File: src/rtl/sn83_pkg.sv
// Shared types, constants and character functions of the 8.3 short name generator.
`default_nettype none

package sn83_pkg;

  // Field widths and fixed constants of the short name format.
  localparam int CHAR_W        = 7;
  localparam int IN_CHAR_W     = 16;
  localparam int NUM_W         = 32;
  localparam int DIG_W         = 6;
  localparam int NDIG_W        = 3;
  localparam int CNT_W         = 3;
  localparam int NUM_DIGITS    = 6;
  localparam int DIGIT_BASE    = 42;
  localparam int BITS_PER_STEP = 8;
  localparam int STEP_W        = 2;
  localparam int BASE_LEN      = 7;
  localparam int EXT_LEN       = 3;

  localparam logic [IN_CHAR_W-1:0] DOT_CODE   = 16'h002E;
  localparam logic [CHAR_W-1:0]    DOT_CHAR   = 7'h2E;
  localparam logic [CHAR_W-1:0]    TILDE_CHAR = 7'h7E;

  // Controller states.
  typedef enum logic [3:0] {
    ST_LOAD,
    ST_DIV,
    ST_BASE_RD,
    ST_BASE_CK,
    ST_TILDE,
    ST_DIGIT,
    ST_EXT_RD,
    ST_EXT_CK,
    ST_FLUSH
  } state_t;

  // Source of a character pushed toward the output.
  typedef enum logic [1:0] {
    SRC_STORE,
    SRC_TILDE,
    SRC_DIGIT,
    SRC_DOT
  } push_src_t;

  // Commands from the controller to the datapath.
  typedef struct packed {
    logic      load;
    logic      div_step;
    logic      base_init;
    logic      ext_init;
    logic      scan_next;
    logic      cnt_inc;
    logic      found_set;
    logic      digit_init;
    logic      digit_next;
    logic      push;
    push_src_t push_src;
    logic      flush;
  } sn83_cmd_t;

  // Status from the datapath to the controller.
  typedef struct packed {
    logic div_last;
    logic quot_zero;
    logic base_more;
    logic ext_more;
    logic data_nz;
    logic found;
    logic digit_last;
    logic dot_seen;
    logic out_free;
  } sn83_status_t;

  // Legal characters of an 8.3 name.
  function automatic logic is_legal(input logic [IN_CHAR_W-1:0] c);
    logic ok;
    ok = (c == 16'h0021) ||
         ((c >= 16'h0023) && (c <= 16'h0029)) ||
         (c == 16'h002D) ||
         ((c >= 16'h0030) && (c <= 16'h0039)) ||
         ((c >= 16'h0040) && (c <= 16'h005A)) ||
         ((c >= 16'h005E) && (c <= 16'h007B)) ||
         ((c >= 16'h007D) && (c <= 16'h007F));
    return ok;
  endfunction

  // Map lowercase letters to uppercase.
  function automatic logic [CHAR_W-1:0] upcase(input logic [CHAR_W-1:0] c);
    logic [CHAR_W-1:0] r;
    r = ((c >= 7'h61) && (c <= 7'h7A)) ? (c - 7'd32) : c;
    return r;
  endfunction

  // Character for one base-42 digit.
  function automatic logic [CHAR_W-1:0] digit_char(input logic [DIG_W-1:0] d);
    logic [CHAR_W-1:0] r;
    case (d)
      6'd0:    r = 7'h30;
      6'd1:    r = 7'h31;
      6'd2:    r = 7'h32;
      6'd3:    r = 7'h33;
      6'd4:    r = 7'h34;
      6'd5:    r = 7'h35;
      6'd6:    r = 7'h36;
      6'd7:    r = 7'h37;
      6'd8:    r = 7'h38;
      6'd9:    r = 7'h39;
      6'd10:   r = 7'h41;
      6'd11:   r = 7'h42;
      6'd12:   r = 7'h43;
      6'd13:   r = 7'h44;
      6'd14:   r = 7'h45;
      6'd15:   r = 7'h46;
      6'd16:   r = 7'h47;
      6'd17:   r = 7'h48;
      6'd18:   r = 7'h4A;
      6'd19:   r = 7'h4B;
      6'd20:   r = 7'h4C;
      6'd21:   r = 7'h4D;
      6'd22:   r = 7'h4E;
      6'd23:   r = 7'h4F;
      6'd24:   r = 7'h50;
      6'd25:   r = 7'h51;
      6'd26:   r = 7'h52;
      6'd27:   r = 7'h53;
      6'd28:   r = 7'h54;
      6'd29:   r = 7'h55;
      6'd30:   r = 7'h56;
      6'd31:   r = 7'h57;
      6'd32:   r = 7'h58;
      6'd33:   r = 7'h59;
      6'd34:   r = 7'h5A;
      6'd35:   r = 7'h5F;
      6'd36:   r = 7'h2D;
      6'd37:   r = 7'h24;
      6'd38:   r = 7'h23;
      6'd39:   r = 7'h21;
      6'd40:   r = 7'h7B;
      6'd41:   r = 7'h7D;
      default: r = 7'h30;
    endcase
    return r;
  endfunction

endpackage

`default_nettype wire

File: src/rtl/sn83_ram.sv
// Generic single-port-write, registered-read RAM.
`default_nettype none

module sn83_ram #(
  parameter int WIDTH  = 8,
  parameter int DEPTH  = 256,
  parameter int ADDR_W = $clog2(DEPTH)
) (
  input  logic              clk,
  input  logic              wr_en,
  input  logic [ADDR_W-1:0] wr_addr,
  input  logic [WIDTH-1:0]  wr_data,
  input  logic [ADDR_W-1:0] rd_addr,
  output logic [WIDTH-1:0]  rd_data
);

  logic [WIDTH-1:0] mem [DEPTH];

  // Write port and registered read port.
  always_ff @(posedge clk) begin
    if (wr_en) begin
      mem[wr_addr] <= wr_data;
    end
    rd_data <= mem[rd_addr];
  end

endmodule

`default_nettype wire

File: src/rtl/sn83_ctrl.sv
// Controller state machine of the 8.3 short name generator.
`default_nettype none

module sn83_ctrl (
  input  logic                  clk,
  input  logic                  rst,
  input  logic                  in_valid,
  input  logic                  is_last,
  output logic                  in_stall,
  output sn83_pkg::sn83_cmd_t   cmd,
  input  sn83_pkg::sn83_status_t status
);

  import sn83_pkg::*;

  state_t state;
  state_t state_next;

  // State register.
  always_ff @(posedge clk) begin
    if (rst) begin
      state <= ST_LOAD;
    end else begin
      state <= state_next;
    end
  end

  // Next state.
  always_comb begin
    state_next = state;
    case (state)
      ST_LOAD: begin
        if (in_valid && is_last) state_next = ST_DIV;
      end
      ST_DIV: begin
        if (status.div_last && status.quot_zero) state_next = ST_BASE_RD;
      end
      ST_BASE_RD: begin
        state_next = status.base_more ? ST_BASE_CK : ST_TILDE;
      end
      ST_BASE_CK: begin
        if (!status.data_nz || status.out_free) state_next = ST_BASE_RD;
      end
      ST_TILDE: begin
        if (status.out_free) state_next = ST_DIGIT;
      end
      ST_DIGIT: begin
        if (status.out_free && status.digit_last) begin
          state_next = status.dot_seen ? ST_EXT_RD : ST_FLUSH;
        end
      end
      ST_EXT_RD: begin
        state_next = status.ext_more ? ST_EXT_CK : ST_FLUSH;
      end
      ST_EXT_CK: begin
        if (!status.data_nz || (status.found && status.out_free)) state_next = ST_EXT_RD;
      end
      ST_FLUSH: begin
        if (status.out_free) state_next = ST_LOAD;
      end
      default: state_next = ST_LOAD;
    endcase
  end

  // Commands to the datapath.
  always_comb begin
    cmd          = '0;
    cmd.push_src = SRC_STORE;
    in_stall     = (state != ST_LOAD);
    case (state)
      ST_LOAD: begin
        cmd.load = in_valid;
      end
      ST_DIV: begin
        cmd.div_step  = 1'b1;
        cmd.base_init = status.div_last && status.quot_zero;
      end
      ST_BASE_CK: begin
        if (!status.data_nz) begin
          cmd.scan_next = 1'b1;
        end else if (status.out_free) begin
          cmd.push      = 1'b1;
          cmd.push_src  = SRC_STORE;
          cmd.scan_next = 1'b1;
          cmd.cnt_inc   = 1'b1;
        end
      end
      ST_TILDE: begin
        if (status.out_free) begin
          cmd.push       = 1'b1;
          cmd.push_src   = SRC_TILDE;
          cmd.digit_init = 1'b1;
        end
      end
      ST_DIGIT: begin
        if (status.out_free) begin
          cmd.push       = 1'b1;
          cmd.push_src   = SRC_DIGIT;
          cmd.digit_next = 1'b1;
          cmd.ext_init   = status.digit_last && status.dot_seen;
        end
      end
      ST_EXT_CK: begin
        if (!status.data_nz) begin
          cmd.scan_next = 1'b1;
        end else if (status.out_free) begin
          cmd.push = 1'b1;
          if (!status.found) begin
            // The first legal extension character is preceded by the dot.
            cmd.push_src  = SRC_DOT;
            cmd.found_set = 1'b1;
          end else begin
            cmd.push_src  = SRC_STORE;
            cmd.scan_next = 1'b1;
            cmd.cnt_inc   = 1'b1;
          end
        end
      end
      ST_FLUSH: begin
        cmd.flush = status.out_free;
      end
      default: begin
        cmd = '0;
      end
    endcase
  end

endmodule

`default_nettype wire

File: src/rtl/sn83_datapath.sv
// Datapath of the 8.3 short name generator: name store, digit divider, scan and output.
`default_nettype none

module sn83_datapath #(
  parameter int MAX_NAME = 256
) (
  input  logic                              clk,
  input  logic                              rst,
  input  sn83_pkg::sn83_cmd_t               cmd,
  output sn83_pkg::sn83_status_t            status,
  input  logic [sn83_pkg::IN_CHAR_W-1:0]    name_char,
  input  logic [sn83_pkg::NUM_W-1:0]        file_number,
  input  logic                              is_last,
  input  logic                              out_stall,
  output logic                              out_valid,
  output logic [sn83_pkg::CHAR_W-1:0]       short_char,
  output logic                              short_last,
  output logic                              overflow
);

  import sn83_pkg::*;

  localparam int LEN_W  = $clog2(MAX_NAME + 1);
  localparam int ADDR_W = $clog2(MAX_NAME);

  // Name bookkeeping.
  logic [LEN_W-1:0]  len;
  logic [ADDR_W-1:0] last_dot;
  logic              dot_seen;
  logic              ovf;

  // Digit divider.
  logic [NUM_W-1:0]         num_sh;
  logic [NUM_W-1:0]         num_sh_next;
  logic [DIG_W-1:0]         rem;
  logic [DIG_W-1:0]         rem_next;
  logic [BITS_PER_STEP-1:0] q_bits;
  logic [STEP_W-1:0]        step;
  logic [DIG_W-1:0]         digits [NUM_DIGITS];
  logic [NDIG_W-1:0]        nsize;

  // Scan and emission.
  logic [LEN_W-1:0]  idx;
  logic [CNT_W-1:0]  cnt;
  logic              found;
  logic [NDIG_W-1:0] k;
  logic [LEN_W-1:0]  base_end;
  logic [CNT_W-1:0]  limit;
  logic [CHAR_W-1:0] rd_data;
  logic [CHAR_W-1:0] push_char;
  logic              pend_valid;
  logic [CHAR_W-1:0] pend_char;
  logic              out_free;

  // Store write on each accepted nonzero character that fits.
  logic              wr_en;
  logic [CHAR_W-1:0] wr_data;

  assign wr_en   = cmd.load && (name_char != '0) && (len < LEN_W'(MAX_NAME));
  assign wr_data = is_legal(name_char) ? name_char[CHAR_W-1:0] : '0;

  sn83_ram #(
    .WIDTH (CHAR_W),
    .DEPTH (MAX_NAME)
  ) u_store (
    .clk     (clk),
    .wr_en   (wr_en),
    .wr_addr (len[ADDR_W-1:0]),
    .wr_data (wr_data),
    .rd_addr (idx[ADDR_W-1:0]),
    .rd_data (rd_data)
  );

  // One step of the divide by 42: eight restoring quotient bits.
  always_comb begin
    logic [DIG_W:0] trial;
    rem_next = rem;
    q_bits   = '0;
    for (int b = 0; b < BITS_PER_STEP; b++) begin
      trial = {rem_next, num_sh[NUM_W-1-b]};
      if (trial >= (DIG_W+1)'(DIGIT_BASE)) begin
        rem_next                   = DIG_W'(trial - (DIG_W+1)'(DIGIT_BASE));
        q_bits[BITS_PER_STEP-1-b]  = 1'b1;
      end else begin
        rem_next = trial[DIG_W-1:0];
      end
    end
    num_sh_next = {num_sh[NUM_W-BITS_PER_STEP-1:0], q_bits};
  end

  // Name length, dot position and overflow flag.
  always_ff @(posedge clk) begin
    if (rst) begin
      len      <= '0;
      last_dot <= '0;
      dot_seen <= 1'b0;
      ovf      <= 1'b0;
    end else if (cmd.flush) begin
      len      <= '0;
      last_dot <= '0;
      dot_seen <= 1'b0;
      ovf      <= 1'b0;
    end else if (cmd.load && (name_char != '0)) begin
      if (len < LEN_W'(MAX_NAME)) begin
        len <= len + 1'b1;
        if (name_char == DOT_CODE) begin
          dot_seen <= 1'b1;
          last_dot <= len[ADDR_W-1:0];
        end
      end else begin
        ovf <= 1'b1;
      end
    end
  end

  // Divider registers and the digit list.
  always_ff @(posedge clk) begin
    if (cmd.load && is_last) begin
      num_sh <= file_number;
      rem    <= '0;
      step   <= '0;
      nsize  <= '0;
    end else if (cmd.div_step) begin
      num_sh <= num_sh_next;
      step   <= step + 1'b1;
      if (status.div_last) begin
        digits[nsize] <= rem_next;
        nsize         <= nsize + 1'b1;
        rem           <= '0;
      end else begin
        rem <= rem_next;
      end
    end
  end

  // Scan index, kept-character count and digit index.
  always_ff @(posedge clk) begin
    if (cmd.base_init) begin
      idx <= '0;
      cnt <= '0;
    end else if (cmd.ext_init) begin
      idx   <= LEN_W'(last_dot) + 1'b1;
      cnt   <= '0;
      found <= 1'b0;
    end else begin
      if (cmd.scan_next) idx <= idx + 1'b1;
      if (cmd.cnt_inc)   cnt <= cnt + 1'b1;
      if (cmd.found_set) found <= 1'b1;
    end
    if (cmd.digit_init) begin
      k <= '0;
    end else if (cmd.digit_next) begin
      k <= k + 1'b1;
    end
  end

  // Character selected for a push.
  always_comb begin
    case (cmd.push_src)
      SRC_STORE: push_char = upcase(rd_data);
      SRC_TILDE: push_char = TILDE_CHAR;
      SRC_DIGIT: push_char = digit_char(digits[k]);
      SRC_DOT:   push_char = DOT_CHAR;
      default:   push_char = TILDE_CHAR;
    endcase
  end

  // Pending character: held back one push so the final one can be marked.
  always_ff @(posedge clk) begin
    if (rst) begin
      pend_valid <= 1'b0;
    end else if (cmd.flush) begin
      pend_valid <= 1'b0;
    end else if (cmd.push) begin
      pend_valid <= 1'b1;
    end
    if (cmd.push) begin
      pend_char <= push_char;
    end
  end

  // Output register.
  assign out_free = !out_valid || !out_stall;

  always_ff @(posedge clk) begin
    if (rst) begin
      out_valid <= 1'b0;
    end else if ((cmd.push && pend_valid) || cmd.flush) begin
      out_valid <= 1'b1;
    end else if (!out_stall) begin
      out_valid <= 1'b0;
    end
    if ((cmd.push && pend_valid) || cmd.flush) begin
      short_char <= pend_char;
      short_last <= cmd.flush;
      overflow   <= ovf;
    end
  end

  // Status to the controller.
  assign base_end = dot_seen ? LEN_W'(last_dot) : len;
  assign limit    = CNT_W'(BASE_LEN) - CNT_W'(nsize);

  assign status.div_last   = (step == STEP_W'(NUM_W / BITS_PER_STEP - 1));
  assign status.quot_zero  = (num_sh_next == '0);
  assign status.base_more  = (idx < base_end) && (cnt < limit);
  assign status.ext_more   = (idx < len) && (cnt < CNT_W'(EXT_LEN));
  assign status.data_nz    = (rd_data != '0);
  assign status.found      = found;
  assign status.digit_last = (k == (nsize - 1'b1));
  assign status.dot_seen   = dot_seen;
  assign status.out_free   = out_free;

endmodule

`default_nettype wire

File: src/rtl/short_name_8dot3_generator_unit.sv
// Top level of the 8.3 short name generator.
//
// Long-name characters are taken one per cycle and written into a name store of
// MAX_NAME entries; characters past the store are dropped and mark every result
// of that name with overflow. The transfer that carries is_last starts emission,
// during which input is stalled: the file number is divided by 42 at eight
// quotient bits per cycle into 1 to 6 digits, then the store is walked through
// its single registered read port before the last dot (until the base is full)
// and after it (until three are kept), each result waiting while the output is
// stalled; the next name is taken once the last result sits in the output register.
// The store needs no clearing after reset.
`default_nettype none

module short_name_8dot3_generator_unit #(
  parameter int MAX_NAME = 256
) (
  input  logic                           clk,
  input  logic                           rst,
  input  logic                           in_valid,
  output logic                           in_stall,
  input  logic [sn83_pkg::IN_CHAR_W-1:0] name_char,
  input  logic [sn83_pkg::NUM_W-1:0]     file_number,
  input  logic                           is_last,
  output logic                           out_valid,
  input  logic                           out_stall,
  output logic [sn83_pkg::CHAR_W-1:0]    short_char,
  output logic                           short_last,
  output logic                           overflow
);

  import sn83_pkg::*;

  sn83_cmd_t    cmd;
  sn83_status_t status;

  // Sequencer.
  sn83_ctrl u_ctrl (
    .clk      (clk),
    .rst      (rst),
    .in_valid (in_valid),
    .is_last  (is_last),
    .in_stall (in_stall),
    .cmd      (cmd),
    .status   (status)
  );

  // Store, divider, scan and output register.
  sn83_datapath #(
    .MAX_NAME (MAX_NAME)
  ) u_datapath (
    .clk         (clk),
    .rst         (rst),
    .cmd         (cmd),
    .status      (status),
    .name_char   (name_char),
    .file_number (file_number),
    .is_last     (is_last),
    .out_stall   (out_stall),
    .out_valid   (out_valid),
    .short_char  (short_char),
    .short_last  (short_last),
    .overflow    (overflow)
  );

endmodule

`default_nettype wire

File: config.mk
export PLATFORM = sky130hd
export DESIGN_NAME = short_name_8dot3_generator_unit
export DESIGN_NICKNAME = d
export VERILOG_FILES = /design/src/rtl/sn83_pkg.sv /design/src/rtl/sn83_ram.sv /design/src/rtl/sn83_ctrl.sv /design/src/rtl/sn83_datapath.sv /design/src/rtl/short_name_8dot3_generator_unit.sv
export SDC_FILE = /design/constraint.sdc
export NUM_CORES = 2
export LEC_CHECK = 0
export ABC_AREA = 1
export BUFFER_PORTS_ARGS = -buffer_cell sky130_fd_sc_hd__buf_4
export CAP_MARGIN = 20
export CORE_MARGIN = 2
export CORE_UTILIZATION = 55
export CTS_BUF_LIST = sky130_fd_sc_hd__clkbuf_2
export CTS_CLUSTER_DIAMETER = 40
export DETAILED_ROUTE_END_ITERATION = 12
export GPL_ROUTABILITY_DRIVEN = 0
export PLACE_DENSITY = 0.74
export SLEW_MARGIN = 15
export SYNTH_ARGS = -nofsm -noshare
export SYNTH_HDL_FRONTEND = slang
export SYNTH_SLANG_ARGS = --single-unit
File: constraint.sdc
create_clock -name clk -period 18.87 [get_ports clk]
set_clock_uncertainty 0.05 [all_clocks]
set_input_delay 1.887 -clock clk [delete_from_list [all_inputs] [get_ports clk]]
set_output_delay 1.887 -clock clk [all_outputs]
set_load 0.03 [all_outputs]
==> results.toml <==
[outcome]
status = "complete, no violations"

[clock_network]
cts_buffers = 466
post_cts_buffers = 0
h-tree-depth = 5
clk_latency_ps = 1850
holdBufCountCts = 0
cts_resized = 0
cts.sinks = 1938
root_buffer = "clkbuf_2"
clkTransAtPathRegs_ps = 100
clock_path_buffers = 4
cts_tree = "built"

[yosys]
postSynthCellCount = 6639
syn_area_um2 = 79800
synth_area_leaders = "edfxtp_1 (71%), o21ai_0 (7.7%), nor2_1 (7.5%), o22ai_1 (4.3%), clkbuf_1 (2.0%)"
yosysSeqAreaShare_pct = 72.1
synth_nets = 6734
async_flop_share_pct = 0
ys_ff_latch = 1938
synth_top_area_share_pct = 70.6
synth_top_cell_by_area = "edfxtp_1"
avgSynthCellArea_um2 = 12.0
synth_edf_count = 1877
ys_types = 63
synth_top_flop_cell = "edfxtp_1"
yosysWarningCount = 0

[setup_path]
setup.worst_path.start = "u_datapath.rem[0]"
regToRegEndpoint = "u_datapath.cnt[0]"
cpMostUsedCell = "nand2_1"
critical_path.slowest_cell = "or2_1"
slowest_delay_ps = 520
path_class = "flip-flop to flip-flop"
r2r_slack_ps = 10340
arrival_ps = 10210
start_kind = "flip-flop"
reg2reg_from = "u_datapath.rem[0]"
reg2regPathDepth = 62
cp-end-kind = "flip-flop"
crit_fanout = 12
required_ps = 20550

[floorplan]
start_util_pct = 55.5
rows = 139
die-area_um2 = 148000
die_y_um = 385
chipWidth_um = 385
coreArea_um2 = 144000
io_pins = 64

[timing]
rsz0062_at_grt = "false"
hold_violations = 0
period_needed_ps = 8530
max_slew_margin_pct = 18.2
setup_viol = 0
final-max-slew-violation-count = 0
max_freq_mhz = 117
min_period_over_period_pct = 45.2
tightest_slew_ps = 1230
finalSetupTns_ps = 0

[detailed_routing]
drt_pre_antenna_iters = 10
drc = 0
antenna_left = 0
routed-via-count = 56170
wl_per_cell_um = 23.1
wl_um = 209000
drt-initial-drc-count = 7186
via_per_inst = 6.20

[worst_hold_path]
worstHoldStart = "rst"
hp-class = "input port to flip-flop"
min_path_cells = 4
whs_endpoint = "u_ctrl.state[0]"

[global_route]
antenna_found_initial = 5
grt_pass1_vias = 53480
grt-ovfl-total = 0
grt.total_usage_pct = 27.9
grt_max_degree = 213
grt_pass1_wl_um = 315000

[place]
dp_hpwl_um = 116000
portBuffers = 63

[flow_run]
maxCapViolCount = 0

[cells_and_area]
drive_gt1_share_pct = 13.5
fin_nets = 6900
syn_to_final_growth_pct = 7.47
metrics by stage:
step | hold slack (ps) | util (%) | setup slack [ps] | cells | instance area (um^2)
after floorplan | 350 | - | 8760 | 6639 | 79800
after global placement | 357 | 56.8 | 10870 | 8232 | 81700
after detailed placement | 355 | 56.8 | 10500 | 8232 | 81700
after CTS | 96.0 | 59.5 | 10480 | 9040 | 85600
after global routing | 204 | 59.6 | 9690 | 9051 | 85800
final | 276 | 59.7 | 10340 | 9058 | 85800
critical path: cells and delay by family (launching register included):
kind | cells | cell delay, ps
AND/OR/NAND/NOR | 45 | 5780
adder cells (fa/ha/maj) | 8 | 1740
buffers and inverters | 9 | 590
flip-flops | 1 | 380
sequential cells by signal, indices dropped and copies added, names as in the netlist, 8 cells and up, named ones only:
| signal | count |
|---|---|
| u_datapath.idx | 9 |
| u_datapath.len | 9 |
| u_datapath.digits | 36 |
| u_datapath.u_store.mem | 1792 |
| u_datapath.last_dot | 8 |
| u_datapath.num_sh | 32 |
cells in the final DEF, fill, tap and decap left out, drive strengths merged, types with 6 or more instances in the layout:
cell type  instances
o221ai            15
xor2              12
o21ai           1242
ha                42
clkbuf           670
inv              165
nor3              16
nor4              10
nand2            348
a21oi             53
o32ai             33
buf              140
a32o               6
o211ai            17
o22ai            544
nand4             27
diode             10
dfxtp             61
nand3             75
edfxtp          1877
nor2            1603
clkinv           134
metal layers:
| layer | global-route usage (%) | wire, um | vias up |
|---|---|---|---|
| li1 | - | - | 24961 |
| met1 | 37.9 | 79900 | 27007 |
| met2 | 42.6 | 96500 | 3637 |
| met3 | 7.37 | 25000 | 563 |
| met4 | 12.3 | 8020 | 2 |
| met5 | 0 | 18 | - |
kinds of logic (layout without fill, tap and decap cells):
kind of cell / after synthesis / count (layout) / share of synthesized area, %
AOI/OAI and AO/OA: 1941 / 1941 / 13.5
xor gates and xnor gates: 17 / 17 / 0.186
adders and majority gates: 42 / 42 / 0.658
buffers and inverters: 608 / 1114 / 2.91
DFF: 1938 / 1938 / 72.1
muxes: 1 / 1 / 0.0125
other: 0 / 10 / 0
and+or+nand+nor: 2092 / 2092 / 10.6
layout make-up:
| type | instances | area [um^2] |
|---|---|---|
| diodes | 10 | 25.0 |
| repair buffers | 141 | 1200 |
| fillers | 11271 | 58000 |
| clock inverters | 139 | 576 |
| inverters | 165 | 639 |
| well taps | 1903 | 2380 |
| flip-flops and latches | 1938 | 57600 |
| multi-input cells | 4093 | 20000 |
| clock buffers | 669 | 3350 |
how the worst max path moves through the flow:
stage                              endpoint  cells past startpoint
4_1_cts                   u_datapath.cnt[0]                     62
2_1_floorplan  u_datapath.u_store.mem[0][0]                      8
3_5_place_dp              u_datapath.cnt[0]                     62
5_1_grt                   u_datapath.cnt[0]                     62
6_report                  u_datapath.cnt[0]                     62
3_3_place_gp              u_datapath.idx[4]                     62
cells in the mapped netlist, drive strengths merged, types with 2 or more instances:
master and number:
xor2 12, dfxtp 61, clkinv 7, a32o 6, o32ai 33, ha 42
a21o 2, buf 16, nand3 75, edfxtp 1877, o21ai 1242, a21oi 53
nand4 27, xnor2 5, nor4 10, inv 158, and3 2, o211ai 17
clkbuf 426, nor3 16, or2 2, o22ai 544, o311ai 4, nor2 1603
nand2 348, o21bai 2, a31oi 5, o21a 3, and2 5, nand3b 3
a2111oi 3, o221ai 15, a211oi 4
Power is left out: the tool's default activity adds up to more than one toggle a clock period on the data nets, which glitch-free logic cannot reach.
